<file path="src/sv/ctsg_pkg.sv">
// ----------------------------------------------------------------------------
// ctsg_pkg
// Shared types and constants for the coupled two-axis step generator.
// ----------------------------------------------------------------------------
`timescale 1ns / 1ps

package ctsg_pkg;

    localparam int START1_DEF   = 800;
    localparam int START2_DEF   = 1600;
    localparam int POS_BITS_DEF = 14;

    typedef enum logic
    {
        CMD_LOAD = 1'b0,
        CMD_STEP = 1'b1
    } cmd_t;

    // one result item
    typedef struct packed
    {
        logic m1_pulse;
        logic m1_direction;
        logic m2_pulse;
        logic m2_direction;
        logic last;
        logic done_res;
    } res_t;

    // what one step item produces: up to two result items
    typedef struct packed
    {
        res_t       r0;
        res_t       r1;
        logic [1:0] count;
    } step_out_t;

endpackage

</file>
<file path="src/sv/ctsg_step.sv">
// ----------------------------------------------------------------------------
// ctsg_step
// One stepping pass: compares both joints with their goals, builds the pulse
// items and the positions after the pass.
// ----------------------------------------------------------------------------
`timescale 1ns / 1ps

module ctsg_step
#(
    parameter int POS_BITS = ctsg_pkg::POS_BITS_DEF
)
(
    input  logic signed [POS_BITS-1:0] pos1,
    input  logic signed [POS_BITS-1:0] pos2,
    input  logic signed [POS_BITS-1:0] goal1,
    input  logic signed [POS_BITS-1:0] goal2,
    output logic signed [POS_BITS-1:0] pos1_next,
    output logic signed [POS_BITS-1:0] pos2_next,
    output ctsg_pkg::step_out_t        step
);

    import ctsg_pkg::*;

    logic eq1;
    logic eq2;
    logic up1;
    logic up2;
    res_t coupled;
    res_t single;
    res_t done_item;

    assign eq1 = (pos1 == goal1);
    assign eq2 = (pos2 == goal2);
    assign up1 = (goal1 > pos1);
    assign up2 = (goal2 > pos2);

    assign pos1_next = eq1 ? pos1 : (up1 ? pos1 + POS_BITS'(1) : pos1 - POS_BITS'(1));
    assign pos2_next = eq2 ? pos2 : (up2 ? pos2 + POS_BITS'(1) : pos2 - POS_BITS'(1));

    always_comb
    begin
        // joint 2 rides on joint 1, so both motors turn together
        coupled = '{m1_pulse: 1'b1, m1_direction: up1, m2_pulse: 1'b1,
                    m2_direction: up1, last: eq2, done_res: 1'b0};
        single  = '{m1_pulse: 1'b0, m1_direction: 1'b0, m2_pulse: 1'b1,
                    m2_direction: up2, last: 1'b1, done_res: 1'b0};
        done_item = '{m1_pulse: 1'b0, m1_direction: 1'b0, m2_pulse: 1'b0,
                      m2_direction: 1'b0, last: 1'b1, done_res: 1'b1};
    end

    always_comb
    begin
        priority if (eq1 && eq2)
        begin
            step.r0    = done_item;
            step.r1    = single;
            step.count = 2'd1;
        end
        else if (!eq1)
        begin
            step.r0    = coupled;
            step.r1    = single;
            step.count = eq2 ? 2'd1 : 2'd2;
        end
        else
        begin
            step.r0    = single;
            step.r1    = single;
            step.count = 2'd1;
        end
    end

endmodule

</file>
<file path="src/sv/coupled_two_axis_step_generator.sv">
// ----------------------------------------------------------------------------
// coupled_two_axis_step_generator
// Steps two coupled joints toward loaded targets. A load item stores new
// targets and gives no result. A step item moves joint 1 one microstep toward
// its target (pulsing both motors, since joint 2 is coupled), then joint 2
// one microstep toward its own, giving one result item per pulse; when both
// are on target it gives one result with done_res set. Positions and goals
// update in the cycle the item is accepted, and results go to a two-entry
// result buffer that feeds the output. An item that causes at most one
// result is taken every cycle while the output drains; a step item that
// causes two results occupies the single output port for both, so the
// input stalls while both results are buffered.
// ----------------------------------------------------------------------------
`timescale 1ns / 1ps

module coupled_two_axis_step_generator
#(
    parameter int POS_BITS = ctsg_pkg::POS_BITS_DEF,
    parameter int START1   = ctsg_pkg::START1_DEF,
    parameter int START2   = ctsg_pkg::START2_DEF
)
(
    input  logic                       clk,
    input  logic                       rst_n,
    input  logic                       in_valid,
    output logic                       in_stall,
    input  logic                       command,
    input  logic signed [POS_BITS-1:0] m1_target,
    input  logic signed [POS_BITS-1:0] m2_target,
    output logic                       out_valid,
    input  logic                       out_stall,
    output logic                       m1_pulse,
    output logic                       m1_direction,
    output logic                       m2_pulse,
    output logic                       m2_direction,
    output logic                       last,
    output logic                       done_res
);

    import ctsg_pkg::*;

    logic signed [POS_BITS-1:0] pos1_reg;
    logic signed [POS_BITS-1:0] pos2_reg;
    logic signed [POS_BITS-1:0] goal1_reg;
    logic signed [POS_BITS-1:0] goal2_reg;
    logic signed [POS_BITS-1:0] pos1_next;
    logic signed [POS_BITS-1:0] pos2_next;
    step_out_t                  step;

    res_t       slot0_reg;
    res_t       slot1_reg;
    logic [1:0] cnt_reg;
    logic [1:0] cnt_next;

    logic in_acc;
    logic out_acc;
    logic is_step;

    ctsg_step
    #(
        .POS_BITS (POS_BITS)
    )
    u_step
    (
        .pos1      (pos1_reg),
        .pos2      (pos2_reg),
        .goal1     (goal1_reg),
        .goal2     (goal2_reg),
        .pos1_next (pos1_next),
        .pos2_next (pos2_next),
        .step      (step)
    );

    assign out_valid = (cnt_reg != 2'd0);
    assign out_acc   = out_valid && !out_stall;
    // buffer must be empty after this cycle's pop to take a new item
    assign in_stall  = (cnt_reg == 2'd2) || ((cnt_reg == 2'd1) && out_stall);
    assign in_acc    = in_valid && !in_stall;
    assign is_step   = (command == CMD_STEP);

    assign m1_pulse     = slot0_reg.m1_pulse;
    assign m1_direction = slot0_reg.m1_direction;
    assign m2_pulse     = slot0_reg.m2_pulse;
    assign m2_direction = slot0_reg.m2_direction;
    assign last         = slot0_reg.last;
    assign done_res     = slot0_reg.done_res;

    always_comb
    begin
        cnt_next = cnt_reg;
        if (out_acc)
        begin
            cnt_next = cnt_reg - 2'd1;
        end
        if (in_acc && is_step)
        begin
            cnt_next = step.count;
        end
    end

    always_ff @(posedge clk or negedge rst_n)
    begin
        if (!rst_n)
        begin
            pos1_reg  <= POS_BITS'(START1);
            pos2_reg  <= POS_BITS'(START2);
            goal1_reg <= POS_BITS'(START1);
            goal2_reg <= POS_BITS'(START2);
            cnt_reg   <= 2'd0;
        end
        else
        begin
            cnt_reg <= cnt_next;
            if (in_acc)
            begin
                if (is_step)
                begin
                    pos1_reg <= pos1_next;
                    pos2_reg <= pos2_next;
                end
                else
                begin
                    goal1_reg <= m1_target;
                    goal2_reg <= m2_target;
                end
            end
        end
    end

    always_ff @(posedge clk)
    begin
        if (in_acc && is_step)
        begin
            slot0_reg <= step.r0;
            slot1_reg <= step.r1;
        end
        else if (out_acc)
        begin
            slot0_reg <= slot1_reg;
        end
    end

    // ------------------------------------------------------------------------
    // assertions
    // ------------------------------------------------------------------------
    a_cnt_range: assert property (@(posedge clk) disable iff (!rst_n)
        cnt_reg != 2'd3)
        else $error("result buffer count out of range");

    a_step_gives_result: assert property (@(posedge clk) disable iff (!rst_n)
        (in_valid && !in_stall && command == CMD_STEP) |=> out_valid)
        else $error("step item gave no result");

    a_coupled: assert property (@(posedge clk) disable iff (!rst_n)
        (out_valid && m1_pulse) |-> (m2_pulse && m2_direction == m1_direction
                                     && !done_res))
        else $error("joint 1 pulse not coupled to motor 2");

    a_done_item: assert property (@(posedge clk) disable iff (!rst_n)
        (out_valid && done_res) |-> (last && !m1_pulse && !m2_pulse))
        else $error("done item malformed");

endmodule
</file>
<file path="config.mk">
export PLATFORM = sky130hd
export DESIGN_NAME = coupled_two_axis_step_generator
export DESIGN_NICKNAME = d
export VERILOG_FILES = /design/src/sv/ctsg_pkg.sv /design/src/sv/ctsg_step.sv /design/src/sv/coupled_two_axis_step_generator.sv
export SDC_FILE = /design/constraint.sdc
export NUM_CORES = 1
export LEC_CHECK = 0
export ABC_CLOCK_PERIOD_IN_PS = 5700
export BUFFER_PORTS_ARGS = -buffer_cell sky130_fd_sc_hd__buf_4
export CORE_MARGIN = 1.5
export CORE_UTILIZATION = 50
export CTS_BUF_LIST = sky130_fd_sc_hd__clkbuf_16
export DETAILED_ROUTE_END_ITERATION = 12
export PLACE_DENSITY = 0.79
export SETUP_SLACK_MARGIN = 0.02
export SLEW_MARGIN = 20
export SYNTH_ARGS = -nofsm -noshare
export SYNTH_HDL_FRONTEND = slang
export SYNTH_SLANG_ARGS = --single-unit
</file>
<file path="constraint.sdc">
create_clock -name clk -period 5.7 [get_ports clk]
set_clock_uncertainty 0.2 [all_clocks]
set_input_delay 0.57 -clock clk [delete_from_list [all_inputs] [get_ports clk]]
set_output_delay 0.57 -clock clk [all_outputs]
set_load 0.05 [all_outputs]
</file>
Yosys cells after proc, flatten, opt, wreduce, memory -nomap -nowiden. Index checks and enable logic that the tools add are counted.

Word-level logic and storage cells: 53. Input port bits: 33. Output and inout port bits: 8. Register bits: 70.

Magnitude comparators: 2. Reduce and logical (&&, ||, !) cells: 13. Bitwise gates (word level): 3. Equal/unequal tests: 4. Muxes and demuxes: 9. Add/sub/neg operators: 5.

Operators with widths (count): $mux 14 (4); $add 14x2->14 const B (2); $eq 14x14->1 (2); $gt 14x14->1 (2); $sub 14x2->14 const B (2); $mux 6 (2); $mux 2 (3); $reduce_and 3->1 (2); $logic_and 1x1->1 (5); $reduce_bool 2->1 (2); $not 1->1 (3); $eq 2x1->1 const B (1); $eq 2x2->1 const B (1); $logic_not 1->1 (2); $reduce_and 2->1 (1); $sub 2x1->2 const B (1); $logic_or 1x1->1 (1).

Logic depth before layout (Yosys ltp).
Depth in word-level cells: 7. Mapped depth: 16. Depth with buffers taken out: 16.

Modules after synthesis. Synthesis repeated with hierarchy kept, for this count alone.

Cells, all modules: 477. Area, all modules: 4987.3 µm².

By module, submodules not included: coupled_two_axis_step_generator (area an instance 2821.5 µm², times used 1, cells each 156, seq. area each 1826.8 µm²); ctsg_step (area an instance 2165.8 µm², times used 1, cells each 321, seq. area each 0.0 µm²).

Worst setup path after synthesis. No wires, ideal clock.

Kind: register to register. Start: reg pos1_reg[5]. End: reg pos1_reg[13]. Path buffers: 0. Stages on the path, launching flop included: 16. Data required time: 5420 ps. Setup time: 80 ps. Arrival: 3637 ps. Setup slack: 1783 ps. Path through: dfstp_2 inv_1 ha_1 and4_1 a221o_1 a211oi_1 nor2_1 inv_1 ha_1 o21a_1 o21ai_1 a31oi_1 o31a_1 a221oi_2 mux2i_1 xnor2_1.

Elaborated cells between the ends (all ways): 7.

RTL lines: start: declaration (line coupled_two_axis_step_generator.sv:42) `logic signed [POS_BITS-1:0] pos1_reg;`; start signal: assignment (line coupled_two_axis_step_generator.sv:105) `pos1_reg <= POS_BITS'(START1);`; start signal: assignment (line coupled_two_axis_step_generator.sv:118) `pos1_reg <= pos1_next;`; $gt 14x14->1 (line ctsg_step.sv:34) `assign up1 = (goal1 > pos1);`; named net u_step.up1 (line ctsg_step.sv:26) `logic up1;`; $mux 14 (line ctsg_step.sv:37) `assign pos1_next = eq1 ? pos1 : (up1 ? pos1 + POS_BITS'(1) : pos1 - POS_BITS'(1));`.

The timed path passes the listed nets, and every way through them passes these cells. A chain may end at the register's enable or synchronous reset.

Worst setup path after layout. Same ends and word-level chain as after synthesis.

==> impl_results.html <==
<table>
<tr><th>Metric</th><th>Value</th></tr>
<tr><th colspan="2">Status</th></tr>
<tr><td>Result of the run</td><td>complete, no violations</td></tr>
<tr><th colspan="2">Timing</th></tr>
<tr><td>Upper clock frequency limit</td><td>0.217 GHz</td></tr>
<tr><td>Minimum clock period after layout</td><td>4.61 ns</td></tr>
<tr><td>Final setup vio count</td><td>0</td></tr>
<tr><td>Relative max-transition margin</td><td>39.3%</td></tr>
<tr><td>Final number of hold-violating endpoints</td><td>0</td></tr>
<tr><td>Aggregate negative setup slack</td><td>0 ns</td></tr>
<tr><td>Number of pins with negative max-slew slack in the final report</td><td>0</td></tr>
<tr><td>Final clock period utilization by the worst path</td><td>80.8%</td></tr>
<tr><td>Unrepaired setup endpoints after global routing</td><td>false</td></tr>
<tr><td>Transition time at the pin with the least slew margin</td><td>0.911 ns</td></tr>
<tr><th colspan="2">Critical path</th></tr>
<tr><td>Reg2Reg Launch Point</td><td>pos1_reg[5]$_DFFE_PN1P_</td></tr>
<tr><td>Startpoint class of the critical path</td><td>flip-flop</td></tr>
<tr><td>Destination of the worst register-to-register timing path</td><td>pos1_reg[13]$_DFFE_PN0P_</td></tr>
<tr><td>Sum of buffers and inverters on the critical path</td><td>2</td></tr>
<tr><td>CP Max Fanout</td><td>13</td></tr>
<tr><td>Chain of cells forming the critical path</td><td>inv_1, ha_1, and4_1, a221o_1, a211oi_1, nor2_1, inv_1, ha_1, o21a_1, o21ai_1, a31oi_1, o31a_1, a221oi_2, mux2i_1, xnor2_1</td></tr>
<tr><td>Required time worst endpoint</td><td>5.75 ns</td></tr>
<tr><td>Data arrival time at the worst-slack endpoint</td><td>4.66 ns</td></tr>
<tr><td>Cell family contributing the most delay on the critical path</td><td>compound AO/OA/AOI/OAI gates</td></tr>
<tr><td>Critical path start-end classification</td><td>reg -&gt; reg</td></tr>
<tr><td>Path length in cells of the critical path</td><td>15</td></tr>
<tr><td>Reg2Reg Depth</td><td>15</td></tr>
<tr><td>Reg2reg setup slack</td><td>1.09 ns</td></tr>
<tr><td>Slowest CP cell</td><td>sky130_fd_sc_hd__dfstp_2</td></tr>
<tr><td>Largest stage delay on the critical path</td><td>0.55 ns</td></tr>
<tr><td>Crit path capture type</td><td>flip-flop</td></tr>
<tr><th colspan="2">Place</th></tr>
<tr><td>Global placer's final weighted congestion</td><td>0.898</td></tr>
<tr><td>Hpwl dp</td><td>6.48 mm</td></tr>
<tr><td>Count of input and output buffers</td><td>40</td></tr>
<tr><td>Post-Place Cells</td><td>563</td></tr>
<tr><th colspan="2">Final layout</th></tr>
<tr><td>Highest-count cells in the layout ignoring fill and taps</td><td>56 x sky130_fd_sc_hd__ha_1, 47 x sky130_fd_sc_hd__inv_1, 46 x sky130_fd_sc_hd__dfrtp_1, 41 x sky130_fd_sc_hd__buf_4, 38 x sky130_fd_sc_hd__nand2_1</td></tr>
<tr><td>Total inserted antenna cells</td><td>0</td></tr>
<tr><td>Post-route non-filler standard cell count</td><td>579</td></tr>
<tr><td>Layout overhead on the synthesized area</td><td>16.1%</td></tr>
<tr><td>Most frequent standard cell in the layout excluding fill and tap cells</td><td>sky130_fd_sc_hd__ha_1</td></tr>
<tr><td>Number of nets in the layout</td><td>560</td></tr>
<tr><td>Filler cell count</td><td>723</td></tr>
<tr><td>Ratio of cells with drive above 1 in the final layout</td><td>22.4%</td></tr>
<tr><th colspan="2">Drt</th></tr>
<tr><td>DRC violation count after routing</td><td>0</td></tr>
<tr><td>Vias per inst</td><td>5.55</td></tr>
<tr><td>DRT iter0 DRCs</td><td>129</td></tr>
<tr><td>Number of detailed-route iterations in the first pass</td><td>5</td></tr>
<tr><td>Number of routed nets with antenna violations</td><td>0</td></tr>
<tr><td>Total length of routed wires</td><td>8.93 mm</td></tr>
<tr><td>Detail-routed net length per standard cell</td><td>15.4 um</td></tr>
<tr><td>Detailed-route via count</td><td>3,213</td></tr>
<tr><th colspan="2">CTS</th></tr>
<tr><td>Post-CTS setup-driven buffer insertion count</td><td>0</td></tr>
<tr><td>Number of hold-repair buffers added at the cts stage</td><td>0</td></tr>
<tr><td>Clock latency on the worst-skew pair</td><td>0.33 ns</td></tr>
<tr><td>Total clock buffers created by CTS</td><td>9</td></tr>
<tr><td>Count of cells resized by post-cts repair</td><td>0</td></tr>
<tr><td>Clock tree sinks</td><td>65</td></tr>
<tr><td>Buffer type at the clock tree root</td><td>sky130_fd_sc_hd__clkbuf_16</td></tr>
<tr><td>Clock tree from TritonCTS</td><td>built</td></tr>
<tr><td>Maximum count of clock buffers along a single path</td><td>2</td></tr>
<tr><td>Number of H-tree levels</td><td>3</td></tr>
<tr><td>CTS clock-pin slew for the worst setup and hold paths</td><td>0.06 ns</td></tr>
<tr><th colspan="2">Floorplanning</th></tr>
<tr><td>Overall die area</td><td>9150 um^2</td></tr>
<tr><td>Area of the core</td><td>8260 um^2</td></tr>
<tr><td># rows</td><td>33</td></tr>
<tr><td>Die X</td><td>95.6 um</td></tr>
<tr><td># IOs</td><td>41</td></tr>
<tr><td>Initial standard-cell utilization of the core</td><td>52.0%</td></tr>
<tr><td>Die Y-Extent</td><td>95.6 um</td></tr>
<tr><th colspan="2">Synthesis</th></tr>
<tr><td>Top FF cell, synth</td><td>sky130_fd_sc_hd__dfrtp_1</td></tr>
<tr><td>Share of synthesized area occupied by flip-flops and latches</td><td>39.1%</td></tr>
<tr><td>Syn_nets</td><td>516</td></tr>
<tr><td>Average size of a mapped cell</td><td>10.1 um^2</td></tr>
<tr><td>Synthesized flop and latch total</td><td>65</td></tr>
<tr><td>Number of enable flip-flop cells after synthesis</td><td>7</td></tr>
<tr><td>Number of instances in the synthesized netlist</td><td>425</td></tr>
<tr><td>Warnings, synthesis</td><td>0</td></tr>
<tr><td>Largest area contributor in the netlist</td><td>sky130_fd_sc_hd__dfrtp_1</td></tr>
<tr><td>Count of unique library cells instantiated by Yosys</td><td>53</td></tr>
<tr><td>Fraction of registers with async set/reset</td><td>89.2%</td></tr>
<tr><td>Area share of the leading cell type in the synthesized netlist</td><td>26.8%</td></tr>
<tr><td>Largest cells by area after synthesis</td><td>sky130_fd_sc_hd__dfrtp_1 27%, sky130_fd_sc_hd__ha_1 16%, sky130_fd_sc_hd__dfstp_2 7.3%</td></tr>
<tr><td>Synthesized area</td><td>4290 um^2</td></tr>
<tr><th colspan="2">Global routing</th></tr>
<tr><td>Overflow left after global routing</td><td>0</td></tr>
<tr><td>Antenna violations before repair</td><td>0</td></tr>
<tr><td>Wire length of the first global-routing pass</td><td>15.2 mm</td></tr>
<tr><td>Vias in the first global route</td><td>3,446</td></tr>
<tr><td>Pin count of the biggest net entering global routing</td><td>59</td></tr>
<tr><td>Total Routing Usage GR</td><td>21.8%</td></tr>
<tr><th colspan="2">Flow run</th></tr>
<tr><td>Max-capacitance violation count</td><td>0</td></tr>
<tr><th colspan="2">Worst hold path</th></tr>
<tr><td>Worst hold-check path type</td><td>in -&gt; async</td></tr>
</table>
==> area by class of cell <==
cell class	count	area [um^2]	share of cell area [%]
multi-input combinational	304	2400	48.1
timing repair buffer	41	308	6.18
tap	105	131	2.64
inverter	48	180	3.62
clock inverter	7	62.6	1.26
clock buffer	9	225	4.52
sequential	65	1680	33.7
==> synthesized netlist by cell type, types with 7 or more instances <==
library cell	count
sky130_fd_sc_hd__o21ai_1	11
sky130_fd_sc_hd__nor2_1	15
sky130_fd_sc_hd__mux2_2	28
sky130_fd_sc_hd__edfxtp_1	7
sky130_fd_sc_hd__xor2_1	12
sky130_fd_sc_hd__xnor2_1	11
sky130_fd_sc_hd__nand2_1	38
sky130_fd_sc_hd__nand2b_1	7
sky130_fd_sc_hd__dfrtp_1	46
sky130_fd_sc_hd__o21a_1	8
sky130_fd_sc_hd__dfstp_2	12
sky130_fd_sc_hd__o21ai_0	21
sky130_fd_sc_hd__ha_1	56
sky130_fd_sc_hd__a21o_1	7
sky130_fd_sc_hd__inv_1	46
sky130_fd_sc_hd__a21oi_1	21
==> worst max path at each step <==
stage	endpoint	slack [ns]	from
global route	pos1_reg[13]$_DFFE_PN0P_	0.87	pos1_reg[5]$_DFFE_PN1P_
finish	pos1_reg[13]$_DFFE_PN0P_	1.09	pos1_reg[5]$_DFFE_PN1P_
CTS	pos1_reg[13]$_DFFE_PN0P_	1.12	pos1_reg[5]$_DFFE_PN1P_
global placement	pos1_reg[13]$_DFFE_PN0P_	1.09	pos1_reg[5]$_DFFE_PN1P_
detailed placement	pos1_reg[13]$_DFFE_PN0P_	1.22	pos1_reg[5]$_DFFE_PN1P_
floorplan	pos1_reg[13]$_DFFE_PN0P_	1.78	pos1_reg[5]$_DFFE_PN1P_
==> metal layers <==
metal | track usage [%] | part of all wire (%) | vias up
met5 | 0 | 0 | -
met4 | 7.84 | 1.9 | 0
met3 | 4.94 | 3.3 | 18
met2 | 40.0 | 53 | 54
met1 | 24.4 | 42 | 1547
li1 | - | - | 1594
==> stage by stage <==
| step | utilization, % | hold slack [ns] | instance area, um^2 | setup WS (ns) |
|---|---|---|---|---|
| final | 60.3 | 0.0834 | 4980 | 1.09 |
| after detailed placement | 56.8 | 0.271 | 4690 | 1.22 |
| after CTS | 60.3 | 0.130 | 4980 | 1.12 |
| after floorplan | - | 0.0744 | 4290 | 1.78 |
| after global routing | 60.3 | 0.175 | 4980 | 0.873 |
| after global placement | 56.8 | 0.264 | 4690 | 1.09 |
==> kinds of logic (layout without fill, tap and decap cells) <==
| group | Yosys count | in the layout | share of synthesized area, % |
|---|---|---|---|
| AOI/OAI and AO/OA | 101 | 101 | 15.5 |
| and+or+nand+nor | 93 | 93 | 10.8 |
| DFF | 65 | 65 | 39.1 |
| adders and majority gates | 58 | 58 | 17.3 |
| buffers and inverters | 56 | 105 | 5.07 |
| muxes | 29 | 29 | 7.58 |
| xor gates and xnor gates | 23 | 23 | 4.70 |
Power is not shown: default switching activity piles up to over one toggle a cycle in this logic, so the estimate is an artifact.
